$ cat src/rtl/core/itp_pkg.sv
// shared types, codes and character helpers of the infix to postfix converter
package itp_pkg;

    localparam int STACK_DEPTH = 32;

    localparam logic [7:0] CH_LPAREN = 8'h28;
    localparam logic [7:0] CH_RPAREN = 8'h29;
    localparam logic [7:0] CH_ADD    = 8'h2B;
    localparam logic [7:0] CH_SUB    = 8'h2D;
    localparam logic [7:0] CH_MUL    = 8'h2A;
    localparam logic [7:0] CH_DIV    = 8'h2F;
    localparam logic [7:0] CH_MOD    = 8'h25;

    // stacked operator codes
    typedef enum logic [2:0] {
        OP_LP  = 3'd0,
        OP_ADD = 3'd1,
        OP_SUB = 3'd2,
        OP_MUL = 3'd3,
        OP_DIV = 3'd4,
        OP_MOD = 3'd5
    } t_op;

    typedef enum logic [1:0] {
        CLS_OPND = 2'd0,
        CLS_LP   = 2'd1,
        CLS_RP   = 2'd2,
        CLS_OP   = 2'd3
    } t_cls;

    typedef enum logic [1:0] {
        SRC_CHAR = 2'd0,
        SRC_TOP  = 2'd1,
        SRC_ERR  = 2'd2
    } t_src;

    typedef enum logic [1:0] {
        ERR_NONE = 2'd0,
        ERR_OVF  = 2'd1,
        ERR_UNM  = 2'd2
    } t_err;

    // controller to datapath
    typedef struct packed {
        logic load;
        logic push;
        logic pop;
        logic emit;
        t_src src;
        t_err err;
        logic finish;
    } t_cmd;

    // datapath to controller
    typedef struct packed {
        t_cls cls;
        logic last;
        logic empty;
        logic full;
        logic top_lp;
        logic top_ge;
        logic emit_ok;
        logic fin_ok;
    } t_stat;

    // one result item
    typedef struct packed {
        logic [7:0] ch;
        logic       has;
        logic       run_last;
        logic       expr_end;
        t_err       err;
    } t_res;

    function automatic t_cls char_class(input logic [7:0] c);
        t_cls cls;
        case (c)
            CH_LPAREN: cls = CLS_LP;
            CH_RPAREN: cls = CLS_RP;
            CH_ADD, CH_SUB, CH_MUL, CH_DIV, CH_MOD: cls = CLS_OP;
            default: cls = CLS_OPND;
        endcase
        return cls;
    endfunction

    function automatic t_op char_code(input logic [7:0] c);
        t_op op;
        case (c)
            CH_ADD:  op = OP_ADD;
            CH_SUB:  op = OP_SUB;
            CH_MUL:  op = OP_MUL;
            CH_DIV:  op = OP_DIV;
            CH_MOD:  op = OP_MOD;
            default: op = OP_LP;
        endcase
        return op;
    endfunction

    function automatic logic [7:0] op_char(input t_op op);
        logic [7:0] c;
        case (op)
            OP_ADD:  c = CH_ADD;
            OP_SUB:  c = CH_SUB;
            OP_MUL:  c = CH_MUL;
            OP_DIV:  c = CH_DIV;
            OP_MOD:  c = CH_MOD;
            default: c = CH_LPAREN;
        endcase
        return c;
    endfunction

    // 1 for the tighter binding group
    function automatic logic op_prec(input t_op op);
        return op inside {OP_MUL, OP_DIV, OP_MOD};
    endfunction

endpackage

$ cat src/rtl/core/itp_ctrl.sv
// sequencer of the infix to postfix converter
module itp_ctrl (
    input  logic           i_clk,
    input  logic           i_rst_n,
    input  logic           i_in_valid,
    output logic           o_in_ready,
    input  itp_pkg::t_stat i_stat,
    output itp_pkg::t_cmd  o_cmd
);

    typedef enum logic [3:0] {
        ST_IDLE  = 4'b0001,
        ST_WORK  = 4'b0010,
        ST_FLUSH = 4'b0100,
        ST_FIN   = 4'b1000
    } t_state;

    t_state r_state;
    t_state n_state;
    t_state w_after;

    assign w_after = i_stat.last ? ST_FLUSH : ST_FIN;

    always_comb begin
        n_state    = r_state;
        o_cmd      = '0;
        o_in_ready = 1'b0;
        case (r_state)
            ST_IDLE: begin
                o_in_ready = 1'b1;
                if (i_in_valid) begin
                    o_cmd.load = 1'b1;
                    n_state    = ST_WORK;
                end
            end
            ST_WORK: begin
                case (i_stat.cls)
                    itp_pkg::CLS_OPND: begin
                        if (i_stat.emit_ok) begin
                            o_cmd.emit = 1'b1;
                            o_cmd.src  = itp_pkg::SRC_CHAR;
                            n_state    = w_after;
                        end
                    end
                    itp_pkg::CLS_LP: begin
                        if (!i_stat.full) begin
                            o_cmd.push = 1'b1;
                            n_state    = w_after;
                        end else if (i_stat.emit_ok) begin
                            o_cmd.emit = 1'b1;
                            o_cmd.src  = itp_pkg::SRC_ERR;
                            o_cmd.err  = itp_pkg::ERR_OVF;
                            n_state    = w_after;
                        end
                    end
                    itp_pkg::CLS_RP: begin
                        if (i_stat.empty) begin
                            if (i_stat.emit_ok) begin
                                o_cmd.emit = 1'b1;
                                o_cmd.src  = itp_pkg::SRC_ERR;
                                o_cmd.err  = itp_pkg::ERR_UNM;
                                n_state    = w_after;
                            end
                        end else if (i_stat.top_lp) begin
                            o_cmd.pop = 1'b1;
                            n_state   = w_after;
                        end else if (i_stat.emit_ok) begin
                            o_cmd.emit = 1'b1;
                            o_cmd.src  = itp_pkg::SRC_TOP;
                            o_cmd.pop  = 1'b1;
                        end
                    end
                    default: begin
                        if (!i_stat.empty && !i_stat.top_lp && i_stat.top_ge) begin
                            if (i_stat.emit_ok) begin
                                o_cmd.emit = 1'b1;
                                o_cmd.src  = itp_pkg::SRC_TOP;
                                o_cmd.pop  = 1'b1;
                            end
                        end else if (!i_stat.full) begin
                            o_cmd.push = 1'b1;
                            n_state    = w_after;
                        end else if (i_stat.emit_ok) begin
                            o_cmd.emit = 1'b1;
                            o_cmd.src  = itp_pkg::SRC_ERR;
                            o_cmd.err  = itp_pkg::ERR_OVF;
                            n_state    = w_after;
                        end
                    end
                endcase
            end
            ST_FLUSH: begin
                if (i_stat.empty) begin
                    n_state = ST_FIN;
                end else if (i_stat.top_lp) begin
                    o_cmd.pop = 1'b1;
                end else if (i_stat.emit_ok) begin
                    o_cmd.emit = 1'b1;
                    o_cmd.src  = itp_pkg::SRC_TOP;
                    o_cmd.pop  = 1'b1;
                end
            end
            ST_FIN: begin
                if (i_stat.fin_ok) begin
                    o_cmd.finish = 1'b1;
                    n_state      = ST_IDLE;
                end
            end
            default: begin
                n_state = ST_IDLE;
            end
        endcase
    end

    always_ff @(posedge i_clk) begin
        if (!i_rst_n) begin
            r_state <= ST_IDLE;
        end else begin
            r_state <= n_state;
        end
    end

endmodule

$ cat src/rtl/core/itp_dp.sv
// operator stack, held result and output register of the converter
module itp_dp #(
    parameter int STACK_DEPTH = itp_pkg::STACK_DEPTH
) (
    input  logic           i_clk,
    input  logic           i_rst_n,
    input  logic [7:0]     i_char,
    input  logic           i_last,
    input  itp_pkg::t_cmd  i_cmd,
    output itp_pkg::t_stat o_stat,
    output logic           o_out_valid,
    output itp_pkg::t_res  o_out,
    input  logic           i_out_ready
);

    localparam int AW = (STACK_DEPTH > 1) ? $clog2(STACK_DEPTH) : 1;
    localparam int CW = $clog2(STACK_DEPTH + 1);

    logic [2:0]    r_mem [STACK_DEPTH];
    logic [2:0]    r_rd;
    logic [CW-1:0] r_count;
    logic [CW-1:0] n_count;
    logic [AW-1:0] w_rd_addr;
    logic [7:0]    r_char;
    logic          r_last;
    itp_pkg::t_res r_hold;
    logic          r_hold_v;
    itp_pkg::t_res r_out;
    logic          r_out_v;
    itp_pkg::t_res n_out;
    itp_pkg::t_res w_new;
    logic          w_out_load;
    logic          w_out_free;
    logic          w_full;
    logic          w_push;
    itp_pkg::t_op  w_code;
    itp_pkg::t_op  w_top;

    assign w_full     = (r_count == CW'(STACK_DEPTH));
    assign w_push     = i_cmd.push && !w_full;
    assign w_code     = itp_pkg::char_code(r_char);
    assign w_top      = itp_pkg::t_op'(r_rd);
    assign w_out_free = !r_out_v || i_out_ready;

    always_comb begin
        n_count = r_count;
        if (w_push) begin
            n_count = r_count + 1'b1;
        end else if (i_cmd.pop) begin
            n_count = r_count - 1'b1;
        end
    end

    // top of stack tracks the next count
    assign w_rd_addr = AW'(n_count - 1'b1);

    always_ff @(posedge i_clk) begin
        if (w_push) begin
            r_mem[r_count[AW-1:0]] <= w_code;
        end
    end

    always_ff @(posedge i_clk) begin
        if (w_push) begin
            r_rd <= w_code;
        end else begin
            r_rd <= r_mem[w_rd_addr];
        end
    end

    always_comb begin
        w_new          = '0;
        w_new.err      = itp_pkg::ERR_NONE;
        case (i_cmd.src)
            itp_pkg::SRC_CHAR: begin
                w_new.ch  = r_char;
                w_new.has = 1'b1;
            end
            itp_pkg::SRC_TOP: begin
                w_new.ch  = itp_pkg::op_char(w_top);
                w_new.has = 1'b1;
            end
            default: begin
                w_new.err = i_cmd.err;
            end
        endcase
    end

    always_comb begin
        w_out_load     = 1'b0;
        n_out          = r_hold;
        n_out.run_last = 1'b0;
        n_out.expr_end = 1'b0;
        if (i_cmd.emit && r_hold_v) begin
            w_out_load = 1'b1;
        end
        if (i_cmd.finish) begin
            if (r_hold_v) begin
                w_out_load     = 1'b1;
                n_out.run_last = 1'b1;
                n_out.expr_end = r_last;
            end else if (r_last) begin
                // bare end marker
                w_out_load     = 1'b1;
                n_out          = '0;
                n_out.err      = itp_pkg::ERR_NONE;
                n_out.run_last = 1'b1;
                n_out.expr_end = 1'b1;
            end
        end
    end

    always_ff @(posedge i_clk) begin
        if (!i_rst_n) begin
            r_count  <= '0;
            r_hold_v <= 1'b0;
            r_out_v  <= 1'b0;
        end else begin
            r_count <= n_count;
            if (w_out_load) begin
                r_out_v <= 1'b1;
            end else if (i_out_ready) begin
                r_out_v <= 1'b0;
            end
            if (i_cmd.emit) begin
                r_hold_v <= 1'b1;
            end else if (i_cmd.finish) begin
                r_hold_v <= 1'b0;
            end
        end
    end

    always_ff @(posedge i_clk) begin
        if (i_cmd.load) begin
            r_char <= i_char;
            r_last <= i_last;
        end
        if (i_cmd.emit) begin
            r_hold <= w_new;
        end
        if (w_out_load) begin
            r_out <= n_out;
        end
    end

    always_comb begin
        o_stat.cls     = itp_pkg::char_class(r_char);
        o_stat.last    = r_last;
        o_stat.empty   = (r_count == '0);
        o_stat.full    = w_full;
        o_stat.top_lp  = (w_top == itp_pkg::OP_LP);
        o_stat.top_ge  = itp_pkg::op_prec(w_top) >= itp_pkg::op_prec(w_code);
        o_stat.emit_ok = !r_hold_v || w_out_free;
        o_stat.fin_ok  = w_out_free || (!r_hold_v && !r_last);
    end

    assign o_out_valid = r_out_v;
    assign o_out       = r_out;

endmodule

$ cat src/rtl/core/infix_to_postfix_converter.sv
// top level of the infix to postfix converter
//
// usage:
//   slave channel takes one expression character per item, tlast set on the
//   final character of an expression; master channel gives the postfix
//   characters, end markers and error markers, one result per item
// sequence:
//   a character is taken in the idle state, handled in the work state and
//   closed out in the finish state; every operator popped off the stack
//   adds a work step (one stack read port, one pop per cycle unless a
//   result has to wait for the output), and at expression end a flush
//   state pops every stacked entry before the close-out
//   results: an operand result reaches the output register at close-out; a result
//   waits in the holding register until the next one or close-out, so pushes,
//   dropped '(' and the flush cycles put the first result of an item later
// reset: synchronous, active low; empties the stack and drops any pending result
// stall:
//   while the output register is full and not taken, the sequencer waits
//   before any result that has to push a held one on; a finished result
//   can sit in the output register while the next character is already accepted
module infix_to_postfix_converter #(
    parameter int STACK_DEPTH = itp_pkg::STACK_DEPTH
) (
    input  logic       i_clk,
    input  logic       i_rst_n,
    // slave side
    input  logic       i_s_axis_tvalid,
    output logic       o_s_axis_tready,
    input  logic [7:0] i_s_axis_tdata,   // [7:0] in_char
    input  logic       i_s_axis_tlast,   // expr_last
    // master side
    output logic       o_m_axis_tvalid,
    input  logic       i_m_axis_tready,
    output logic [7:0] o_m_axis_tdata,   // [7:0] out_char
    output logic [3:0] o_m_axis_tuser,   // [0] has_char, [1] expr_end, [3:2] error_code
    output logic       o_m_axis_tlast    // run_last
);

    itp_pkg::t_cmd w_cmd;
    itp_pkg::t_stat w_stat;
    itp_pkg::t_res w_out;

    // sequencer: decides push, pop and emit each cycle
    itp_ctrl u_ctrl (
        .i_clk      (i_clk),
        .i_rst_n    (i_rst_n),
        .i_in_valid (i_s_axis_tvalid),
        .o_in_ready (o_s_axis_tready),
        .i_stat     (w_stat),
        .o_cmd      (w_cmd)
    );

    // stack memory, result holding and output registers
    itp_dp #(
        .STACK_DEPTH (STACK_DEPTH)
    ) u_dp (
        .i_clk       (i_clk),
        .i_rst_n     (i_rst_n),
        .i_char      (i_s_axis_tdata),
        .i_last      (i_s_axis_tlast),
        .i_cmd       (w_cmd),
        .o_stat      (w_stat),
        .o_out_valid (o_m_axis_tvalid),
        .o_out       (w_out),
        .i_out_ready (i_m_axis_tready)
    );

    assign o_m_axis_tdata = w_out.ch;
    assign o_m_axis_tuser = {w_out.err, w_out.expr_end, w_out.has};
    assign o_m_axis_tlast = w_out.run_last;

    // one character at a time: ready drops right after an accept
    a_one_at_a_time : assert property (@(posedge i_clk) disable iff (!i_rst_n)
        (i_s_axis_tvalid && o_s_axis_tready) |=> !o_s_axis_tready)
        else $error("input accepted on consecutive cycles");

    // the end of an expression is always the end of a run
    a_end_is_last : assert property (@(posedge i_clk) disable iff (!i_rst_n)
        (o_m_axis_tvalid && o_m_axis_tuser[1]) |-> o_m_axis_tlast)
        else $error("expression end without run end");

    // a character result never carries an error
    a_char_no_err : assert property (@(posedge i_clk) disable iff (!i_rst_n)
        (o_m_axis_tvalid && o_m_axis_tuser[0]) |-> (o_m_axis_tuser[3:2] == itp_pkg::ERR_NONE))
        else $error("character result with error code");

endmodule

$ cat config.mk
export PLATFORM = sky130hd
export DESIGN_NAME = infix_to_postfix_converter
export DESIGN_NICKNAME = d
export VERILOG_FILES = /design/src/rtl/core/itp_pkg.sv /design/src/rtl/core/itp_ctrl.sv /design/src/rtl/core/itp_dp.sv /design/src/rtl/core/infix_to_postfix_converter.sv
export SDC_FILE = /design/constraint.sdc
export NUM_CORES = 1
export LEC_CHECK = 0
export BUFFER_PORTS_ARGS = -buffer_cell sky130_fd_sc_hd__buf_2
export CAP_MARGIN = 0
export CORE_MARGIN = 1
export CORE_UTILIZATION = 55
export CTS_CLUSTER_SIZE = 25
export DETAILED_ROUTE_END_ITERATION = 10
export PLACE_DENSITY = 0.8
export SETUP_SLACK_MARGIN = 0.02
export SLEW_MARGIN = 25
export SYNTH_ARGS = -nofsm -noshare
export SYNTH_HDL_FRONTEND = slang
export SYNTH_HIERARCHICAL = 1
export SYNTH_SLANG_ARGS = --single-unit
$ cat constraint.sdc
create_clock -name i_clk -period 4.9 [get_ports i_clk]
set_input_delay 0.98 -clock i_clk [delete_from_list [all_inputs] [get_ports i_clk]]
set_output_delay 0.98 -clock i_clk [all_outputs]
set_load 0.02 [all_outputs]
Word-level counts from Yosys, hierarchy flattened
Memory sizes are Yosys's and may differ from the RTL's. A register that Yosys moved wholly into a read port is not among the register bits. Index checks and enable logic that the tools add are counted. Widths: inputs -> output; s select.

Flip-flop bits (word level): 45. Memory bits (writable): 96. Input port bits: 13. Output and inout port bits: 15. Word-level logic and storage cells: 134. Memories kept: 1.

Add/subtract/negate cells: 3. $lt $le $gt $ge: 1. Eq/ne operators: 28. Mux-type cells: 59. Bitwise gates (word level): 1. Reductions and logical operators: 27.

Memory list: u_dp.r_mem (words 32, width 3, rd ports 1, clocked after memory_dff 1, write ports 1, line itp_dp.sv:19) `logic [2:0] r_mem [STACK_DEPTH];`.

Operators by type and width (number): $eq 8x6->1 const B (7); $mux 4 (11); $mux 13 (2); $mux 1 (21); $pmux 4 s5 (1); $pmux 9 s2 (1); $pmux 4 s4 (1); $mux 5 (3); $pmux 3 s5 (1); $eq 3x3->1 const B (4); $mux 3 (4); $mux 6 (2); $pmux 2 s3 (2); $pmux 4 s3 (1); $eq 3x2->1 const B (3); $mux 9 (1); $pmux 3 s3 (1); $mux 2 (4); $pmux 4 s2 (1); $add 6x1->6 const B (1); $eq 6x6->1 const B (1); $logic_not 1->1 (6); $logic_not 6->1 (1); $reduce_bool 3->1 (2); 25 further kinds (37).

Logic depth before layout (Yosys ltp)
Gate-level depths: netlist of run 1.

Word-level depth: 15. Depth in mapped cells: 18. Mapped depth without buffers: 16.

Modules after synthesis
Netlist of run 1, hierarchy kept.

Modules (own cells, without submodules): itp_dp (times used 1, cells each 357, area an instance 6044.5 um^2, seq. area each 4134.0 um^2); itp_ctrl (times used 1, cells each 86, area an instance 686.9 um^2, seq. area each 80.1 um^2).

Least setup slack after synthesis of run 1
Ideal clock, no wire load.

Path kind: register -> register. Start point: reg (tool-made name). End point: reg (tool-made name). Library setup time: 0.128 ns. Arrival: 4.478 ns. Required time: 4.772 ns. Setup slack: 0.294 ns. Cell stages (with the launch flop): 19. Buffers on the path: 2. Clock period less this slack: 4.606 ns. Cell sequence: dfxtp_1 buf_6 buf_12 mux4_1 mux4_2 mux2_4 or2_4 nor2_1 nand4bb_1 o21ai_0 nor3_1 inv_1 a31oi_1 nor2_1 xnor2_1 inv_1 ha_1 nor3b_1 xor2_1.

==> flow_summary.json, run 1 <==
{
  "critPathLaunchType": "flop",
  "fin_worst_skew_ps": 8.785,
  "clock-sinks": 146,
  "fin_crit_sh_pct": 92.52,
  "finalSetupViolCount": 0,
  "p_total_uw": 2829,
  "synth-main-ff-cell": "edfxtp_1",
  "clk_latency_ps": 420,
  "maxCapViolations": 0,
  "max_clock_freq_ghz": 0.2206,
  "hold_end": "u_dp/o_out[8]",
  "dp_hpwl_um": 8591,
  "p_leak_uw": 0.002748,
  "status": "completed",
  "detail-route-antenna-nets": 0,
  "numCtsBuffers": 17,
  "wire_per_inst_um": 20.94,
  "postPlaceCellArea_sq_um": 6945,
  "hold_start": "u_dp/r_hold[8]",
  "first_iter_violations": 459,
  "place_ws_ps": 354.4,
  "wirelength_um": 13230,
  "syn_to_final_growth_pct": 12.96,
  "reg2regPathDepth": 16,
  "via_per_inst": 6.282,
  "syn_inst": 443,
  "synthArstFlopShare_pct": 0,
  "p_int_uw": 2288,
  "final_cell_mix": "129 x edfxtp_1, 46 x nor2_1, 27 x buf_2, 26 x and2_1",
  "vias": 3970,
  "rsz0062_at_grt": "false",
  "layout_commonest_cell": "edfxtp_1",
  "crit_arrival_ps": 4840,
  "yosys_warnings": 6,
  "grt_first_pass_wirelength_um": 20900,
  "die_w_um": 112.6,
  "worst_pin_slew_ps": 773.3,
  "drive_gt1_share_pct": 20.00,
  "reg2reg_slack_ps": 370,
  "setup_ws_ps": 366.7,
  "synth_edf_count": 129,
  "ir_drop_uv": 258.3,
  "die-area_sq_um": 12690,
  "grtUsageTotal_pct": 22.59,
  "synth_area_sq_um": 6731,
  "clk_pin_slew_ps": 60,
  "cts_root_buf": "clkbuf_16",
  "cp_max_fo": 24,
  "fin_tns_setup_ps": 0,
  "start_util_pct": 56.28,
  "cts_setup_buffers": 0,
  "gr-total-overflow": 0,
  "finalHoldViolations": 0,
  "final_max_slew_viol_count": 0,
  "hold_path_class": "reg -> reg",
  "io_pins": 28,
  "clockBufferDepth": 2,
  "first_global_vias": 3894,
  "period_needed_ps": 4533,
  "firstDrtPassIters": 5,
  "die_y_um": 112.6,
  "row_count": 40,
  "post-route-cell-area_sq_um": 7604,
  "numPortBuffers": 27,
  "antenna_found_initial": 0,
  "maxSlewHeadroom_pct": 48.33,
  "htreeDepth": 4,
  "p_sw_share_pct": 19.12,
  "synth-seq-area-share_pct": 62.60,
  "place.gp.congestion": 0.8735,
  "hold_buffers": 0,
  "cp-end-kind": "flop",
  "antenna_cells": 0,
  "grt_max_degree": 33,
  "core_sq_um": 11960,
  "cp.required_ps": 5210,
  "place_inst": 601,
  "ys_ff_latch": 146,
  "syn_nets": 466,
  "total_switching_power_uw": 540.9,
  "cts-resized-gates": 0,
  "instances_no_fill": 632,
  "clkPwrFrac_pct": 49.2,
  "combinationalPowerShare_pct": 2.4,
  "fin_nets": 496,
  "path_class": "reg -> reg",
  "powerDensity_nw_per_um2": 372.1,
  "drcViolationCount": 0,
  "min_path_cells": 1,
  "synth_cell_types": 63,
  "tritoncts": "yes",
  "seq_power_share_pct": 48.4,
  "avgSynthCellArea_sq_um": 15.20
}
-- worst max-delay path: stages, from the launching register on --
cell	delay [ps]
dfxtp_1	370
buf_12	230
mux4_2	560
mux4_1	560
mux2_2	360
nand2b_4	180
nand4b_1	170
nor4bb_1	330
o211a_1	190
nor3_1	60
o21ai_1	240
nand2b_1	120
or3_1	320
mux2i_1	170
xor2_1	300
nor3b_2	90
xor2_1	150
-- worst max-delay path by stage --
stage	end	depth (start not counted)	slack, ps	from
floorplan	flop	18	290	flop
CTS	flop	16	170	flop
detailed placement	flop	18	350	flop
global route	flop	16	110	flop
global placement	flop	16	450	flop
finish	flop	16	370	flop
-- logic make-up after synthesis --
family                   share of synthesized area, %
AND/OR/NAND/NOR                                 12.27
flip-flops                                      62.60
AO/OA/AOI/OAI                                   5.613
buffers and inverters                           3.959
multiplexers                                    12.01
XOR/XNOR                                        1.691
adder cells (fa/ha/maj)                         1.859
-- power by group through the flow --
stage / combinational, uW / clock [uW] / sequential [uW]
final: 67.1 / 1390 / 1370
after global routing: 73.5 / 1460 / 1370
after CTS: 66.4 / 1410 / 1370
after detailed placement: 65.4 / 0 / 1400
after global placement: 61.7 / 0 / 1390
after floorplan: 57.8 / 0 / 1390
-- layout make-up --
| cell class | count | area [sq um] |
|---|---|---|
| flip-flops and latches | 146 | 4214 |
| clock inverters | 12 | 205.2 |
| fillers | 804 | 4358 |
| multi-input cells | 257 | 2292 |
| inverters | 14 | 52.55 |
| clock buffers | 19 | 432.9 |
| well taps | 147 | 183.9 |
| repair buffers | 37 | 222.7 |
-- registers in the layout, summed over array words and instances, names as in the netlist, named ones only --
| name | cells |
|---|---|
| u_dp/r_count | 6 |
| u_dp/r_hold | 11 |
| u_dp/o_out | 13 |
| u_ctrl/r_state | 4 |
| u_dp/r_char | 8 |
| u_dp/o_out_valid | 1 |
| u_dp/r_mem | 96 |
| u_dp/r_last | 1 |
| u_dp/r_hold_v | 1 |
-- cell usage after synthesis, drive strengths merged, types with 2 or more instances --
cell / number / area (sq um)
edfxtp: 129 / 3874
nor2: 46 / 172.7
mux4: 30 / 739.5
and2: 26 / 162.7
dfxtp: 17 / 340.3
nand2: 15 / 56.30
inv: 14 / 52.55
buf: 13 / 153.9
clkbuf: 13 / 60.05
nor3: 11 / 55.05
ha: 10 / 125.1
nand3: 10 / 50.05
xor2: 10 / 87.58
a21oi: 8 / 40.04
nand2b: 8 / 65.07
o21ai: 8 / 40.03
o211ai: 6 / 45.04
nor2b: 5 / 31.28
nor3b: 5 / 37.54
o21a: 5 / 37.54
a211oi: 4 / 30.03
mux2: 4 / 48.79
and3: 3 / 18.77
nor4b: 3 / 41.29
or3: 3 / 18.77
or4b: 3 / 33.78
xnor2: 3 / 26.28
a21boi: 2 / 15.01
a311oi: 2 / 23.77
a31oi: 2 / 12.51
mux2i: 2 / 20.02
nand4b: 2 / 17.52
nor4: 2 / 12.51
o211a: 2 / 20.02
or2: 2 / 15.02
-- stage by stage --
step,utilization [%],hold slack [ps]
CTS,63.40,514.3
global placement,58.00,498.9
global route,63.57,533.2
floorplan,-,496.7
detailed placement,58.06,501.4
finish,63.57,514.3
-- routing by layer --
metal	vias up	GRT usage, %	share of wire [%]
met4	0	9.689	2.6
met2	205	35.88	50
met3	35	6.911	7.4
li1	1765	-	-
met1	1965	28.97	40
met5	-	0	0
Note: power is estimated with default switching activity, not from simulation.
==> run 2: changes to the inputs <==
ABC_CLOCK_PERIOD_IN_PS = 4900   (was unset)
CORE_UTILIZATION = 42   (was 55)
PLACE_DENSITY = 0.65   (was 0.8)
SLEW_MARGIN = unset   (was 25)
==> run 2 against run 1 <==
Maximum frequency fell by 1.1%. Sequential share of layout area rose by 0.21 points. Final cell count rose by 9.8%. Critical path type unchanged. Clock power fell by 11%. Register-to-register slack got worse by 50 ps.
==> flow_summary.json, run 2 (synthesis results as in run 1) <==
{
  "status": "completed",
  "layout_commonest_cell": "edfxtp_1",
  "cts_root_buf": "clkbuf_16",
  "drcViolationCount": 0,
  "numCtsBuffers": 17,
  "maxSlewHeadroom_pct": 14.63,
  "core_sq_um": 15430,
  "detail-route-antenna-nets": 0,
  "path_class": "reg -> reg",
  "clock-sinks": 146,
  "fin_nets": 494,
  "rsz0062_at_grt": "false",
  "critPathMostFrequentCell": "xor2_1",
  "firstDrtPassIters": 4,
  "antenna_cells": 0,
  "worst_pin_slew_ps": 1280,
  "row_count": 45,
  "cp_max_fo": 24,
  "powerDensity_nw_per_um2": 353.3,
  "max_clock_freq_ghz": 0.2181,
  "wirelength_um": 12390,
  "setup_ws_ps": 315.5,
  "dp_hpwl_um": 8536,
  "cp_slowest_cell": "mux4_2",
  "finalHoldViolations": 0,
  "post-route-cell-area_sq_um": 7575,
  "grtUsageTotal_pct": 16.35,
  "syn_to_final_growth_pct": 12.53,
  "largest_reg_flops": 96,
  "place_ws_ps": 212.9,
  "hold_buffers": 0,
  "die-area_sq_um": 16540,
  "cp_top_family": "multiplexers",
  "final_max_slew_viol_count": 0,
  "critPathLaunchType": "flop",
  "hold_path_class": "reg -> reg",
  "fin_util_pct": 49.10,
  "fin_crit_sh_pct": 93.56,
  "final_cell_mix": "129 x edfxtp_1, 46 x nor2_1, 27 x buf_2, 26 x and2_1",
  "period_needed_ps": 4584,
  "drive_gt1_share_pct": 19.46,
  "clk_latency_ps": 420,
  "met1_usage_pct": 20.01,
  "reg2regPathDepth": 16,
  "tritoncts": "yes",
  "die_y_um": 128.6,
  "worst-path-buf-inv": 1,
  "gr-total-overflow": 0,
  "cp-end-kind": "flop",
  "vias": 3706,
  "cts_setup_buffers": 0,
  "reg2reg_slack_ps": 320,
  "met3_usage_pct": 4.865,
  "cp.required_ps": 5200,
  "htreeDepth": 4,
  "crit_arrival_ps": 4880,
  "crit_chain": "buf_12 > mux4_2 > mux4_1 > mux2_2 > nand2b_4 > nand4b_1 > nor4bb_1 > o211a_1 > nor3_1 > o21ai_1 > nand2b_1 > or3_1 > mux2i_1 > xor2_1 > nor3b_1 > xor2_1",
  "numPortBuffers": 27,
  "clk_pin_slew_ps": 60,
  "grt.busiest_layer": "met2",
  "ir_drop_uv": 280.2,
  "cp.depth": 16,
  "antenna_found_initial": 0,
  "die_w_um": 128.6,
  "max_stage_delay_ps": 560,
  "first_iter_violations": 319,
  "fin_worst_skew_ps": 10.00,
  "wire_per_inst_um": 17.85,
  "first_global_vias": 3612,
  "clockBufferDepth": 2,
  "grt_first_pass_wirelength_um": 19640,
  "p_leak_uw": 0.002700,
  "maxCapViolations": 0,
  "grt_max_degree": 33,
  "fin_tns_setup_ps": 0,
  "grtUsageMet2_pct": 27.31,
  "finalSetupViolCount": 0,
  "io_pins": 28,
  "postPlaceCellArea_sq_um": 7003,
  "place.gp.congestion": 0.8318,
  "via_per_inst": 5.340,
  "start_util_pct": 43.63
}
-- run 2: cell count changes in the layout (fill, tap and decap cells not counted) --
| cell | change |
|---|---|
| clkinv_2 | +2 |
| nor3b_2 | -1 |
| clkinvlp_4 | +1 |
| buf_4 | -2 |
| nor3b_1 | +1 |
| a21oi_2 | +1 |
| a21oi_4 | -1 |
| a31oi_4 | -1 |
| a31oi_2 | +1 |
| bufinv_16 | -3 |
-- run 2: worst min-delay path by stage --
stage	startpoint	to	slack, ps	cells past startpoint
floorplan	u_dp/r_hold[12]	u_dp/o_out[12]	500	1
global route	u_dp/r_hold[0]	u_dp/o_out[0]	530	1
CTS	u_dp/r_hold[0]	u_dp/o_out[0]	520	1
detailed placement	u_dp/r_hold[5]	u_dp/o_out[5]	500	1
finish	u_dp/r_hold[5]	u_dp/o_out[5]	520	1
global placement	u_dp/r_hold[0]	u_dp/o_out[0]	500	1
-- run 2: metal layers --
layer  vias to the layer above  part of all wire, %
met4                         0                  1.5
met1                      1847                   44
li1                       1760                    -
met2                        84                   50
met5                         -                    0
met3                        15                  4.3
-- run 2: layout make-up --
class / instances / area, sq um
fillers: 1348 / 7853
flip-flops and latches: 146 / 4214
multi-input cells: 257 / 2271
clock buffers: 19 / 432.9
well taps: 211 / 264.0
repair buffers: 35 / 207.7
clock inverters: 12 / 132.6
inverters: 14 / 52.55
-- run 2: metrics by stage --
step | cells | hold WS [ps] | power, uW
detailed placement | 663 | 504.1 | 1463
floorplan | 443 | 496.7 | 1443
CTS | 694 | 518.0 | 2702
global placement | 663 | 501.2 | 1460
finish | 694 | 515.3 | 2676
global route | 694 | 528.3 | 2762
-- run 2: report_power, final --
group          switching (uW)  internal [uW]  total, uW
combinational            37.2           29.1       66.3
sequential               15.2           1360       1370
clock                     492            747       1240
-- run 2: what timing repair did --
item                                    4_1_cts  5_1_grt
endpoints found under the setup margin        0        3
gates resized for setup                       0        2
endpoints found under the hold margin         0        0
